===== config.mk =====
export PLATFORM = sky130hd
export DESIGN_NAME = deque_with_search
export DESIGN_NICKNAME = d
export VERILOG_FILES = /design/src/sv/dws_pkg.sv /design/src/sv/dws_cell.sv /design/src/sv/dws_first_match.sv /design/src/sv/deque_with_search.sv
export SDC_FILE = /design/constraint.sdc
export NUM_CORES = 1
export LEC_CHECK = 0
export ABC_AREA = 1
export BUFFER_PORTS_ARGS = -buffer_cell sky130_fd_sc_hd__buf_2
export CORE_MARGIN = 3
export CORE_UTILIZATION = 51
export DETAILED_ROUTE_END_ITERATION = 7
export PLACE_DENSITY = 0.67
export SETUP_SLACK_MARGIN = 0.05
export SYNTH_ARGS = -nofsm -noshare
export SYNTH_HDL_FRONTEND = slang
export SYNTH_HIERARCHICAL = 1
export SYNTH_SLANG_ARGS = --single-unit

===== constraint.sdc =====
create_clock -name clock -period 4.8 [get_ports clock]
set_input_delay 0.96 -clock clock [delete_from_list [all_inputs] [get_ports clock]]
set_output_delay 0.96 -clock clock [all_outputs]
set_load 0.005 [all_outputs]

===== src/sv/dws_pkg.sv =====
// Shared types and constants for the deque with search.
package dws_pkg;

   // Fixed field widths of the request and response transactions
   localparam int OPCODE_W = 3;
   localparam int VALUE_W  = 32;
   localparam int STATUS_W = 2;
   localparam int POS_W    = 4;
   localparam int OCC_W    = 5;

   // Default sizing of the queue
   localparam int DEFAULT_DEPTH      = 16;
   localparam int DEFAULT_DATA_WIDTH = 32;

   typedef enum logic [OPCODE_W-1:0] {
      OP_PUSH_FRONT = 3'd0,
      OP_PUSH_BACK  = 3'd1,
      OP_POP_FRONT  = 3'd2,
      OP_POP_BACK   = 3'd3,
      OP_SEARCH     = 3'd4
   } op_type;

   typedef enum logic [STATUS_W-1:0] {
      STATUS_OK    = 2'd0,
      STATUS_EMPTY = 2'd1,
      STATUS_FULL  = 2'd2
   } status_type;

   typedef enum logic {
      ST_IDLE   = 1'b0,
      ST_SEARCH = 1'b1
   } state_type;

   // Controls broadcast to every cell in the chain
   typedef struct packed {
      logic shift_up;    // move every entry one place toward the back
      logic shift_down;  // move every entry one place toward the front
   } cell_ctrl_type;

endpackage


===== src/sv/dws_cell.sv =====
// One storage cell of the deque chain with its own key comparator.
module dws_cell #(
   parameter int DATA_WIDTH = dws_pkg::DEFAULT_DATA_WIDTH
) (
   input  logic                  clock,
   input  dws_pkg::cell_ctrl_type ctrl,
   input  logic                  write_en,
   input  logic [DATA_WIDTH-1:0] write_data,
   input  logic [DATA_WIDTH-1:0] from_lower,
   input  logic [DATA_WIDTH-1:0] from_upper,
   input  logic [DATA_WIDTH-1:0] key,
   input  logic                  in_use,
   output logic [DATA_WIDTH-1:0] data_out,
   output logic                  match
);
   import dws_pkg::*;

   logic [DATA_WIDTH-1:0] data_ff;
   logic [DATA_WIDTH-1:0] data_in;

   // Select the neighbor or the written value, else hold
   always_comb begin
      priority if (ctrl.shift_up) begin
         data_in = from_lower;
      end else if (ctrl.shift_down) begin
         data_in = from_upper;
      end else if (write_en) begin
         data_in = write_data;
      end else begin
         data_in = data_ff;
      end
   end

   always_ff @(posedge clock) begin
      data_ff <= data_in;
   end

   // Compare only entries that hold live data
   assign match    = in_use && (data_ff == key);
   assign data_out = data_ff;

endmodule


===== src/sv/dws_first_match.sv =====
// Captures the per-cell match flags and finds the first match from the front.
module dws_first_match #(
   parameter int DEPTH = dws_pkg::DEFAULT_DEPTH
) (
   input  logic                                clock,
   input  logic                                capture,
   input  logic [DEPTH-1:0]                    match,
   output logic                                found,
   output logic [(DEPTH > 1 ? $clog2(DEPTH) : 1)-1:0] position
);
   import dws_pkg::*;

   localparam int IDX_W = (DEPTH > 1) ? $clog2(DEPTH) : 1;

   logic [DEPTH-1:0] match_ff;

   // Hold the flags of the search transaction
   always_ff @(posedge clock) begin
      if (capture) begin
         match_ff <= match;
      end
   end

   // Lowest set flag wins: scan from the back so the front overrides
   always_comb begin
      found    = 1'b0;
      position = '0;
      for (int i = DEPTH - 1; i >= 0; i--) begin
         if (match_ff[i]) begin
            found    = 1'b1;
            position = IDX_W'(i);
         end
      end
   end

endmodule


===== src/sv/deque_with_search.sv =====
// Top level: bounded double-ended queue with a parallel search over its cells.
//
//   channel  direction  handshake              payload
//   req      in         req_valid / req_stall  req_opcode, req_value
//   rsp      out        rsp_valid / rsp_stall  rsp_status, rsp_found,
//                                              rsp_found_position, rsp_occupancy
//
// On a push or a pop the chain of cells shifts or writes at the
// accepting edge and the response register loads at the same edge.
// On a search the match flags of the cells are captured at the accepting edge;
// the captured flags pass through the first-match encoder in the next cycle.
// Reset empties the queue; cell contents are not cleared.
// A stalled response holds the next request off until the response is taken.
module deque_with_search #(
   parameter int DEPTH      = dws_pkg::DEFAULT_DEPTH,
   parameter int DATA_WIDTH = dws_pkg::DEFAULT_DATA_WIDTH
) (
   input  logic                         clock,
   input  logic                         reset,
   input  logic                         req_valid,
   output logic                         req_stall,
   input  logic [dws_pkg::OPCODE_W-1:0] req_opcode,
   input  logic signed [dws_pkg::VALUE_W-1:0] req_value,
   output logic                         rsp_valid,
   input  logic                         rsp_stall,
   output logic [dws_pkg::STATUS_W-1:0] rsp_status,
   output logic                         rsp_found,
   output logic [dws_pkg::POS_W-1:0]    rsp_found_position,
   output logic [dws_pkg::OCC_W-1:0]    rsp_occupancy
);
   import dws_pkg::*;

   localparam int IDX_W   = (DEPTH > 1) ? $clog2(DEPTH) : 1;
   localparam int COUNT_W = $clog2(DEPTH + 1);

   state_type              state_ff, state_in;
   logic [COUNT_W-1:0]     count_ff, count_in;
   logic                   rsp_valid_ff, rsp_valid_in;
   logic [STATUS_W-1:0]    rsp_status_ff, rsp_status_in;
   logic                   rsp_found_ff, rsp_found_in;
   logic [POS_W-1:0]       rsp_pos_ff, rsp_pos_in;
   logic [OCC_W-1:0]       rsp_occ_ff, rsp_occ_in;

   logic                   accept;
   logic                   out_free;
   logic                   load_direct;
   logic                   load_search;
   logic                   capture;
   op_type                 op;
   logic                   full;
   logic                   empty;
   status_type             status;
   cell_ctrl_type          ctrl;
   logic                   push_back_ok;
   logic [DATA_WIDTH-1:0]  key;
   logic [DATA_WIDTH-1:0]  cell_data [DEPTH];
   logic [DEPTH-1:0]       match;
   logic                   enc_found;
   logic [IDX_W-1:0]       enc_pos;
   logic [IDX_W+POS_W-1:0] pos_wide;
   logic [COUNT_W+OCC_W-1:0] occ_wide;
   logic [COUNT_W+OCC_W-1:0] occ_now_wide;

   // Fit the request value to the stored width
   generate
      if (DATA_WIDTH <= VALUE_W) begin : g_key_trunc
         assign key = req_value[DATA_WIDTH-1:0];
      end else begin : g_key_ext
         assign key = {{(DATA_WIDTH - VALUE_W){req_value[VALUE_W-1]}}, req_value};
      end
   endgenerate

   assign op       = op_type'(req_opcode);
   assign out_free = !rsp_valid_ff || !rsp_stall;
   assign accept   = req_valid && !req_stall;
   assign full     = (count_ff == COUNT_W'(DEPTH));
   assign empty    = (count_ff == '0);

   // Next state
   always_comb begin
      state_in = state_ff;
      unique case (state_ff)
         ST_IDLE: begin
            if (accept && (op == OP_SEARCH)) begin
               state_in = ST_SEARCH;
            end
         end
         ST_SEARCH: begin
            if (out_free) begin
               state_in = ST_IDLE;
            end
         end
         default: state_in = ST_IDLE;
      endcase
   end

   // Handshake and load strobes
   always_comb begin
      req_stall   = 1'b1;
      load_direct = 1'b0;
      load_search = 1'b0;
      capture     = 1'b0;
      unique case (state_ff)
         ST_IDLE: begin
            req_stall   = !out_free;
            load_direct = req_valid && out_free && (op != OP_SEARCH);
            capture     = req_valid && out_free && (op == OP_SEARCH);
         end
         ST_SEARCH: begin
            load_search = out_free;
         end
         default: begin
            req_stall = 1'b1;
         end
      endcase
   end

   // Decode the queue operation of the accepted transaction
   always_comb begin
      ctrl.shift_up   = 1'b0;
      ctrl.shift_down = 1'b0;
      push_back_ok    = 1'b0;
      count_in        = count_ff;
      status          = STATUS_OK;
      if (accept) begin
         unique case (op)
            OP_PUSH_FRONT: begin
               if (full) begin
                  status = STATUS_FULL;
               end else begin
                  ctrl.shift_up = 1'b1;
                  count_in      = count_ff + 1'b1;
               end
            end
            OP_PUSH_BACK: begin
               if (full) begin
                  status = STATUS_FULL;
               end else begin
                  push_back_ok = 1'b1;
                  count_in     = count_ff + 1'b1;
               end
            end
            OP_POP_FRONT: begin
               if (empty) begin
                  status = STATUS_EMPTY;
               end else begin
                  ctrl.shift_down = 1'b1;
                  count_in        = count_ff - 1'b1;
               end
            end
            OP_POP_BACK: begin
               if (empty) begin
                  status = STATUS_EMPTY;
               end else begin
                  count_in = count_ff - 1'b1;
               end
            end
            default: begin
               status = STATUS_OK;
            end
         endcase
      end
   end

   // Chain of cells, front at index zero
   generate
      for (genvar i = 0; i < DEPTH; i++) begin : g_cell
         logic [DATA_WIDTH-1:0] lower;
         logic [DATA_WIDTH-1:0] upper;
         if (i == 0) begin : g_first
            assign lower = key;
         end else begin : g_mid_lo
            assign lower = cell_data[i-1];
         end
         if (i == DEPTH - 1) begin : g_last
            assign upper = cell_data[i];
         end else begin : g_mid_hi
            assign upper = cell_data[i+1];
         end
         dws_cell #(
            .DATA_WIDTH (DATA_WIDTH)
         ) u_cell (
            .clock      (clock),
            .ctrl       (ctrl),
            .write_en   (push_back_ok && (count_ff == COUNT_W'(i))),
            .write_data (key),
            .from_lower (lower),
            .from_upper (upper),
            .key        (key),
            .in_use     (COUNT_W'(i) < count_ff),
            .data_out   (cell_data[i]),
            .match      (match[i])
         );
      end
   endgenerate

   dws_first_match #(
      .DEPTH (DEPTH)
   ) u_first_match (
      .clock    (clock),
      .capture  (capture),
      .match    (match),
      .found    (enc_found),
      .position (enc_pos)
   );

   // Mask position and occupancy to the response field widths
   assign pos_wide     = {{POS_W{1'b0}}, enc_pos};
   assign occ_wide     = {{OCC_W{1'b0}}, count_in};
   assign occ_now_wide = {{OCC_W{1'b0}}, count_ff};

   // Load the response register, drop valid once taken
   always_comb begin
      rsp_valid_in  = rsp_valid_ff;
      rsp_status_in = rsp_status_ff;
      rsp_found_in  = rsp_found_ff;
      rsp_pos_in    = rsp_pos_ff;
      rsp_occ_in    = rsp_occ_ff;
      priority if (load_direct) begin
         rsp_valid_in  = 1'b1;
         rsp_status_in = status;
         rsp_found_in  = 1'b0;
         rsp_pos_in    = '0;
         rsp_occ_in    = occ_wide[OCC_W-1:0];
      end else if (load_search) begin
         rsp_valid_in  = 1'b1;
         rsp_status_in = STATUS_OK;
         rsp_found_in  = enc_found;
         rsp_pos_in    = enc_found ? pos_wide[POS_W-1:0] : '0;
         rsp_occ_in    = occ_now_wide[OCC_W-1:0];
      end else if (!rsp_stall) begin
         rsp_valid_in = 1'b0;
      end
   end

   // Control registers
   always_ff @(posedge clock) begin
      if (reset) begin
         state_ff     <= ST_IDLE;
         count_ff     <= '0;
         rsp_valid_ff <= 1'b0;
      end else begin
         state_ff     <= state_in;
         count_ff     <= count_in;
         rsp_valid_ff <= rsp_valid_in;
      end
   end

   // Response payload
   always_ff @(posedge clock) begin
      rsp_status_ff <= rsp_status_in;
      rsp_found_ff  <= rsp_found_in;
      rsp_pos_ff    <= rsp_pos_in;
      rsp_occ_ff    <= rsp_occ_in;
   end

   assign rsp_valid          = rsp_valid_ff;
   assign rsp_status         = rsp_status_ff;
   assign rsp_found          = rsp_found_ff;
   assign rsp_found_position = rsp_pos_ff;
   assign rsp_occupancy      = rsp_occ_ff;

   // Occupancy never passes the number of cells
   a_count_bound: assert property (@(posedge clock) disable iff (reset)
      count_ff <= COUNT_W'(DEPTH))
      else $error("entry count beyond depth");

   // Occupancy moves only on an accepted transaction
   a_count_stable: assert property (@(posedge clock) disable iff (reset)
      !accept |=> $stable(count_ff))
      else $error("entry count changed without a transaction");

   // An accepted search enters the encode cycle
   a_search_seq: assert property (@(posedge clock) disable iff (reset)
      (accept && (op == OP_SEARCH)) |=> (state_ff == ST_SEARCH))
      else $error("search did not enter encode cycle");

   // Any other accepted transaction presents a response next cycle
   a_direct_rsp: assert property (@(posedge clock) disable iff (reset)
      (accept && (op != OP_SEARCH)) |=> rsp_valid_ff)
      else $error("no response after push or pop");

endmodule

==> results.py <==
metrics = {
    "route": {
        "remaining_drc_errors": 0,
        "finalWirelength_mm": 117,
        "drtIter0Drc": 4098,
        "dr.pass1.iters": 6,
        "antenna_left": 0,
        "wire_per_inst_um": 18.5,
        "vias": 34900,
        "viasPerCell": 5.50,
    },
    "placed_design": {
        "portBuffers": 52,
        "place_congestion": 0.910,
        "placed_area_um2": 38300,
        "place_hpwl_mm": 82.4,
        "place_inst": 6232,
    },
    "setup_path": {
        "required_ns": 5.24,
        "r2r_setup_slack_ns": 1.31,
        "crit_start": "count_ff[0]$_SDFF_PP0_",
        "r2r_start": "count_ff[0]$_SDFF_PP0_",
        "worstSetupEndpoint": "g_cell[3].u_cell/data_out[14]$_DFFE_PP_",
        "r2r.worst_path.cells": 11,
        "worst_r2r_endpoint": "g_cell[3].u_cell/data_out[14]$_DFFE_PP_",
        "arrival_ns": 3.92,
        "path_class": "flop to flop",
        "worstSetupStartpointType": "flop",
        "critPathCaptureType": "flop",
        "critPathMaxFanout": 71,
    },
    "die": {
        "core_um2": 72100,
        "die_area_um2": 76700,
        "die_y_um": 277,
        "io_pins": 53,
        "initial_utilization_pct": 51.9,
        "fp-row-count": 98,
        "die_x_um": 277,
    },
    "yosys": {
        "synth_area_um2": 37400,
        "synthFlopType": "edfxtp_1",
        "ys_seq_area_share_pct": 43.5,
        "synthTopCellsByArea": "edfxtp_1 (43%), nand2_1 (16%), a21oi_1 (14%), nor2_1 (8.2%), inv_1 (6.8%)",
        "synth_nets": 5425,
        "synth_top_area_share_pct": 42.9,
        "synth_edf_count": 535,
        "yosysMostFrequentCell": "nand2_1",
        "yosys-top-cells-count": "nand2_1 (1615), a21oi_1 (1035), nor2_1 (821)",
        "syn_avg_cell_area_um2": 6.96,
        "yosysTopAreaCell": "edfxtp_1",
        "yosysUniqueCellTypes": 30,
        "yosys_warnings": 6,
        "yosys_register_bits": 547,
        "async_reset_ff_share_pct": 0,
        "syn_inst": 5381,
    },
    "final_layout": {
        "nets": 5394,
        "fin_cells": 6351,
        "area_delta_synth_final_pct": 7.56,
        "design_area_um2": 40300,
        "utilization_pct": 55.9,
        "drive_gt1_share_pct": 5.43,
    },
    "outcome": {
        "status": "finished, final reports clean",
    },
    "clock_tree": {
        "clock_latency_ns": 0.60,
        "cts_num_sinks": 547,
        "cts_buffers": 66,
        "cts_hold_buf": 0,
        "cts_root_buffer": "clkbuf_16",
        "ctsResizeCount": 0,
        "post_cts_buffers": 0,
        "clkTransAtPathRegs_ns": 0.06,
        "cts_tree": "built",
        "cts_max_level": 3,
        "cts_buffer_depth": 3,
    },
    "sta": {
        "clock_skew_ns": 0.0151,
        "fin_tns_setup_ns": 0,
        "slew_viol_final": 0,
        "post-route-period-util_pct": 72.7,
        "rsz0062_at_grt": "no",
        "setup_viol": 0,
        "final_hold_viol_count": 0,
        "finalCriticalPeriod_ns": 3.49,
        "slew_headroom_pct": 31.9,
        "fmax_mhz": 287,
        "worstMarginPinSlew_ns": 1.02,
    },
    "power": {
        "ir_worst_vdd_mv": 0.225,
        "power.leakage_uw": 0.0190,
        "p_per_area_nw_per_um2": 299,
    },
    "global_route": {
        "grt_max_degree": 117,
        "grt_pass1_wl_mm": 184,
        "grt_pass1_vias": 32300,
        "grt-ovfl-total": 0,
        "antenna_found_initial": 15,
        "track_usage_pct": 29.8,
    },
    "hold_path": {
        "min_path_type": "flop to flop",
    },
    "run": {
        "max-cap-violations": 0,
    },
}
## logic make-up after synthesis
group                      count (synthesis)  share of synthesized area [%]
AOI/OAI and AO/OA                       1170                           15.9
DFF                                      547                           43.5
buffers and inverters                    967                           10.8
xor gates and xnor gates                 113                           2.64
and+or+nand+nor                         2579                           27.0
adders and majority gates                  5                          0.167
## registers in the layout (all words and copies together), names as in the netlist
register,cells
state_ff,1
rsp_status,2
rsp_occupancy,5
count_ff,5
rsp_found_position,4
rsp_valid,1
g_cell.u_cell/data_out,512
u_first_match/match_ff,16
rsp_found,1
## cells in the final DEF (no fill, tap or decap), types with 6 or more instances in the layout
master | synthesis | routed
diode_2 | 0 | 6
edfxtp_1 | 535 | 535
clkbuf_1 | 0 | 21
clkinv_1 | 1 | 12
a21oi_1 | 1035 | 1035
o21ai_0 | 53 | 53
or2_0 | 32 | 32
nor3_4 | 17 | 17
o211ai_1 | 16 | 16
o21a_1 | 16 | 16
inv_2 | 58 | 58
buf_4 | 48 | 70
nor3_1 | 13 | 11
nor2_1 | 821 | 820
buf_2 | 177 | 52
nand2_1 | 1615 | 1615
dfxtp_1 | 12 | 12
xor2_1 | 49 | 49
inv_1 | 683 | 683
o21ai_1 | 48 | 48
nand3_1 | 70 | 70
clkbuf_16 | 0 | 71
xnor2_1 | 64 | 64
## worst min path at each step
stage	slack [ns]	cells past startpoint	start	to
after floorplan	0.44	2	rsp_found$_SDFFE_PN0P_	rsp_found$_SDFFE_PN0P_
after global placement	0.43	2	rsp_found$_SDFFE_PN0P_	rsp_found$_SDFFE_PN0P_
after detailed placement	0.44	2	rsp_found$_SDFFE_PN0P_	rsp_found$_SDFFE_PN0P_
after CTS	0.45	2	rsp_found$_SDFFE_PN0P_	rsp_found$_SDFFE_PN0P_
after global routing	0.49	2	rsp_found_position[0]$_SDFFE_PN0P_	rsp_found_position[0]$_SDFFE_PN0P_
final	0.45	2	rsp_found$_SDFFE_PN0P_	rsp_found$_SDFFE_PN0P_
## per-layer routing
layer | up-vias | global-route usage (%) | part of all wire [%]
met5 | - | 0 | 0.014
met4 | 2 | 12.3 | 4.0
met3 | 248 | 3.63 | 6.9
met2 | 1421 | 49.3 | 47
met1 | 16200 | 39.7 | 42
li1 | 17100 | - | -
## worst max-delay path, cell delays in order (launching register included)
cell	delay, ns
dfxtp_1	0.53
inv_1	0.23
ha_1	0.27
inv_1	0.10
nor2_1	0.09
nand2_1	0.15
nand2_1	0.12
nor3_2	0.31
buf_12	0.37
buf_4	0.70
a21oi_1	0.16
a21oi_1	0.20
## power by group
part	total [uW]	switching, uW	leakage [uW]	internal (uW)
sequential	5680	179	0.00498	5500
clock	4780	2020	0.000973	2760
combinational	1590	1070	0.0130	523
total	12100	3270	0.0190	8790
## metrics by stage
stage / total power, uW / worst slack [ns] / hold WS [ns]
floorplan: 6770 / 1.21 / 0.443
global placement: 7300 / 1.16 / 0.430
detailed placement: 7340 / 1.12 / 0.436
CTS: 12100 / 1.39 / 0.451
global route: 12500 / 1.13 / 0.494
finish: 12100 / 1.31 / 0.451
## cell type report
| type | instances | area (um^2) |
|---|---|---|
| Inverter | 742 | 2790 |
| Fill cell | 6950 | 31800 |
| Tap cell | 950 | 1190 |
| Clock inverter | 16 | 70.1 |
| Sequential cell | 547 | 16300 |
| Antenna cell | 6 | 15.0 |
| Timing Repair Buffer | 126 | 866 |
| Multi-Input combinational cell | 3867 | 17100 |
| Clock buffer | 97 | 1920 |
No activity file was read; power rests on OpenSTA's default activity.
